**src/rtl/double_ended_queue_unit_assert.svh**
```systemverilog
// assertion macros for the double-ended queue unit
`ifndef DOUBLE_ENDED_QUEUE_UNIT_ASSERT_SVH
`define DOUBLE_ENDED_QUEUE_UNIT_ASSERT_SVH
`ifndef SYNTHESIS
// same-cycle implication, sampled on clk, off during reset
`define DEQ_ASSERT_IMP(label, ante, cons) \
    label: assert property (@(posedge clk) disable iff (!rst_n) (ante) |-> (cons)) \
        else $error("deq assertion failed");
// next-cycle implication, sampled on clk, off during reset
`define DEQ_ASSERT_NEXT(label, ante, cons) \
    label: assert property (@(posedge clk) disable iff (!rst_n) (ante) |=> (cons)) \
        else $error("deq assertion failed");
`else
`define DEQ_ASSERT_IMP(label, ante, cons)
`define DEQ_ASSERT_NEXT(label, ante, cons)
`endif
`endif

```
**src/rtl/deq_pkg.sv**
```systemverilog
// package: widths, command codes and shared types of the double-ended queue
`timescale 1ns / 1ps
package deq_pkg;

    localparam int CAPACITY_DEF   = 64;
    localparam int DATA_WIDTH_DEF = 32;

    localparam int CMD_W   = 3;
    localparam int VALUE_W = 32;
    localparam int COUNT_W = 7;

    localparam logic [CMD_W-1:0] CMD_ADD_FRONT = 3'd0;
    localparam logic [CMD_W-1:0] CMD_ADD_BACK  = 3'd1;
    localparam logic [CMD_W-1:0] CMD_REM_FRONT = 3'd2;
    localparam logic [CMD_W-1:0] CMD_REM_BACK  = 3'd3;
    localparam logic [CMD_W-1:0] CMD_CLEAR     = 3'd4;
    localparam logic [CMD_W-1:0] CMD_READ_ALL  = 3'd5;

    // result status from the controller to the output stage
    typedef struct packed {
        logic valid;
        logic ok;
        logic readout;
        logic last;
    } deq_resp_t;

endpackage

```
**src/rtl/deq_mem.sv**
```systemverilog
// entry store: one write port, one registered read port
`timescale 1ns / 1ps
module deq_mem import deq_pkg::*; #(
    parameter int DEPTH = CAPACITY_DEF,
    parameter int WIDTH = DATA_WIDTH_DEF,
    localparam int ADDR_W = $clog2(DEPTH)
) (
    input  logic              clk,
    input  logic              wr_en,
    input  logic [ADDR_W-1:0] wr_addr,
    input  logic [WIDTH-1:0]  wr_data,
    input  logic [ADDR_W-1:0] rd_addr,
    output logic [WIDTH-1:0]  rd_data
);

    logic [WIDTH-1:0] mem [DEPTH];

    always_ff @(posedge clk)
    begin
        if (wr_en)
        begin
            mem[wr_addr] <= wr_data;
        end
    end

    always_ff @(posedge clk)
    begin
        rd_data <= mem[rd_addr];
    end

endmodule

```
**config.mk**
```make
export PLATFORM = sky130hd
export DESIGN_NAME = deq_mem
export DESIGN_NICKNAME = d
export VERILOG_FILES = /design/src/rtl/double_ended_queue_unit_assert.svh /design/src/rtl/deq_pkg.sv /design/src/rtl/deq_mem.sv
export SDC_FILE = /design/constraint.sdc
export NUM_CORES = 2
export LEC_CHECK = 0
export BUFFER_PORTS_ARGS = -buffer_cell sky130_fd_sc_hd__buf_4
export CAP_MARGIN = 20
export CELL_PAD_IN_SITES_DETAIL_PLACEMENT = 0
export CELL_PAD_IN_SITES_GLOBAL_PLACEMENT = 1
export CORE_ASPECT_RATIO = 0.75
export CORE_MARGIN = 2
export CORE_UTILIZATION = 61
export DETAILED_ROUTE_END_ITERATION = 8
export GPL_TIMING_DRIVEN = 1
export PLACE_DENSITY_LB_ADDON = 0.1
export SLEW_MARGIN = 40
export SYNTH_ARGS = -nofsm -noshare
export SYNTH_HDL_FRONTEND = slang
export SYNTH_SLANG_ARGS = --single-unit
```
**constraint.sdc**
```tcl
create_clock -name clk -period 5.9 [get_ports clk]
set_input_delay 0.295 -clock clk [delete_from_list [all_inputs] [get_ports clk]]
set_output_delay 0.295 -clock clk [all_outputs]
set_load 0.01 [all_outputs]
```
# After elaboration in Yosys (flattened, before gate mapping)
# Memory sizes are Yosys's and may differ from the RTL's. A register that Yosys moved wholly into a read port is not among the register bits.
# Cells that the tools add are included.
# classes
addsub,0
multipliers,0
n_div,0
order_cmp,0
n_eq_ne,0
shift,0
mux,2
bitwise,0
reduce_logical,0
# op_table
operator,n
1-bit 2-to-1 mux,2
# totals
regBits,0
latch_bits,0
mem_bits_rw,2048
mem_bits_ro,0
out_inout_bits,32
mem_count,1
# mem_list
memory,words,word_bits,read_ports,rd_ports_with_merged_regs,wr,line_no,rtl
mem,64,32,1,1,1,deq_mem.sv:16,logic [WIDTH-1:0] mem [DEPTH];

# Depth between registers and ports, before layout
# depth
word_depth,2
depth_mapped,10

# Worst setup path after synthesis
# Ideal clock, no wire load.
# synth_path
path_type,input port to flip-flop
start,input port wr_addr[3]
end,"memory mem[48][0] in the netlist's numbering, enable pin"
t_arrival_ns,2.994
required_ns,5.439
setup_slack_ns,2.445
path_stages,4
n_path_buf,1
path_cell_list,clkbuf_1 nor2b_1 nand4b_1 nor3_1
# synth_rtl
item,line_no,rtl
start: declaration,deq_mem.sv:10,"input logic [ADDR_W-1:0] wr_addr,"
end: declaration,deq_mem.sv:16,
# No word-level cell before the write port.

==> flow_summary.yaml <==
status:
  outcome: "complete, no violations"
floorplanning:
  die_x_um: 418
  initial_core_util_pct: 61.8
  dieArea_mm2: 0.132
  die_y_um: 315
  top_level_ports: 78
  core-area_mm2: 0.127
  row_count: 113
clocking:
  numCtsBuffers: 186
  clk_latency_ps: 820
  cts_tree: "yes"
  cts_resized: 0
  clockBufferDepth: 3
  htree_levels: 4
  path_clk_slew_ps: 60
  root_buffer: "clkbuf_16"
  cts_sinks: 2080
timing:
  fin_setup_tns_ps: 0
  period_minus_slack_ps: 2840
  max_freq_mhz: 352
  finalHoldViolations: 0
  tightest_slew_ps: 878
  rsz0062_at_grt: "false"
  finalSetupViolCount: 0
  slew_headroom_pct: 41.3
  fin_crit_sh_pct: 48.1
  report.final.slew_viol_count: 0
  hold_ws_ps: 33.7
  fin_worst_skew_ps: 26.0
worst_setup_path:
  slowest_stage: "buf_4"
  cpPeakStageDelay_ps: 660
  cp_data_arrival_time_ps: 3500
  cp-start-kind: "input pin"
  worst_ep_required_time_ps: 6560
  path_cells: "buf_8, buf_16, buf_16, buf_4, mux4_2, mux4_2, o22ai_1, nor2_1"
  crit_family: "buffers and inverters"
  worstSetupPathType: "input pin to flop"
  path_buf_inv: 4
  crit_fanout: 49
  setup.worst_path.end_class: "flop"
layout:
  fillCellCount: 7453
  nets: 3585
  area_growth_pct: 12.2
  drive_gt1_share_pct: 29.1
  final_util_pct: 69.3
route:
  viasPerCell: 7.00
  post-route-drc-count: 0
  drt_iter0_drc: 5260
  via_count: 37528
  ant_nets: 0
  wire_per_inst_um: 36.5
  wirelength_mm: 196
  first_pass_iters: 5
synth:
  synthesis.nets: 3370
  synth_cell_types: 34
  syn_inst: 3324
  synth_warnings: 0
  syn-cell-area_mm2: 0.0785
  syn_area_per_cell_um2: 23.6
  ys_ff_latch: 2080
  ys_seq_area_share_pct: 79.1
power:
  power_leakage_nw: 27.4
  powerDensity_mw_per_mm2: 336
  peakVddDrop_mv: 0.330
placement:
  hpwl_mm: 105
  io_buffers: 77
  routabilityCongestion: 0.798
global_route:
  grt-ovfl-total: 0
  grt_max_degree: 90
  track_usage_pct: 30.5
  grt_pass1_wl_mm: 277
  grt_pass1_vias: 37281
  antenna_found_initial: 9
worst_hold_path:
  hold_class: "input pin to flop"
job:
  cap_violations: 0
[placed cells by master (no fill, tap or decap), drive strengths merged, types with 26 or more instances in the layout]
cell,count
mux2i,93
dfxtp,32
o221ai,27
nand2,26
buf,194
clkinv,61
mux4,544
nor2,137
a21oi,62
edfxtp,2048
o22ai,84
clkbuf,259
[where the power goes]
group	internal [mW]	leakage [nW]	switching (mW)	total [mW]
Sequential	16.4	18.7	0.0632	16.4
Combinational	0.569	5.85	0.914	1.48
Clock	6.49	2.86	5.23	11.7
Total	23.4	27.4	6.21	29.6
[Yosys cell counts]
cell,instances,area share [%]
and3_1,4,0.032
edfxtp_1,2048,78
nand3b_1,5,0.048
nand4_1,2,0.016
or3_1,3,0.024
a22oi_1,12,0.11
o32ai_1,4,0.045
a21oi_1,62,0.40
nand2_1,26,0.12
nor2b_1,15,0.12
buf_1,21,0.10
a31oi_1,1,0.0080
nor2_1,137,0.65
mux4_2,544,16
or2_1,1,0.0080
mux2i_1,93,1.2
a41o_1,4,0.051
o221ai_1,27,0.30
or2_0,1,0.0080
or2_2,1,0.0080
or3b_2,3,0.033
nor3_1,7,0.045
nand2b_1,8,0.064
or3b_1,2,0.022
buf_6,5,0.072
a311oi_1,8,0.089
and2_1,2,0.016
nand3_1,5,0.032
dfxtp_1,32,0.82
buf_4,25,0.24
o22ai_1,84,0.67
buf_2,57,0.36
nand4b_1,1,0.011
clkbuf_1,74,0.35
[area by class of cell]
type                    count  area (um2)  area share (%)
flip-flops and latches   2080       62100            70.6
multi-input cells        1062       16000            18.2
clock buffers             259        5090            5.78
well taps                1667        2090            2.37
repair buffers            209        1950            2.21
clock inverters            84         759           0.862
diodes                      3        7.51         0.00852
[cell families (layout without fill, tap and decap cells)]
| logic type | Yosys count | in the layout | synth area share, % |
|---|---|---|---|
| and+or+nand+nor | 223 | 223 | 1.27 |
| DFF | 2080 | 2080 | 79.1 |
| AOI/OAI and AO/OA | 202 | 202 | 1.67 |
| buffers and inverters | 182 | 552 | 1.13 |
| other | 0 | 3 | 0 |
| muxes | 637 | 637 | 16.8 |
[final timing paths]
check	endpoint	start	slack (ps)	depth (start not counted)
worst max register to register	rd_data[5]$_DFF_P_	mem[47][5]$_DFFE_PP_	3600	4
worst min register to register	rd_data[8]$_DFF_P_	mem[28][8]$_DFFE_PP_	860	4
worst max-delay path	rd_data[14]$_DFF_P_	rd_addr[1]	3060	8
worst min-delay path	mem[42][13]$_DFFE_PP_	wr_data[13]	30	1
[per-layer routing]
| layer | GRT usage, % | vias to the layer above | wire, um |
|---|---|---|---|
| li1 | - | 14697 | - |
| met5 | 0 | - | 8 |
| met3 | 6.19 | 298 | 21800 |
| met2 | 46.6 | 2310 | 92700 |
| met4 | 8.62 | 2 | 5020 |
| met1 | 46.0 | 20221 | 76400 |
[stage by stage]
stage / setup WS, ps / instances / cell area (um2) / power [mW]
final: 3060 / 5364 / 88100 / 29.6
after global routing: 2890 / 5364 / 88100 / 30.4
after CTS: 3040 / 5361 / 88000 / 29.8
after detailed placement: 2210 / 5003 / 82000 / 18.2
after global placement: 1820 / 4991 / 81700 / 18.2
after floorplan: 2450 / 3324 / 78500 / 17.5
[registers in the layout, indices dropped and copies added (netlist names)]
register  flops
rd_data      32
mem        2048
[what timing repair did]
action,in CTS,in global routing
buffers inserted,0,0
endpoints found under the hold margin,224,0
hold buffers,15,0
(Power assumes the default switching activity.)
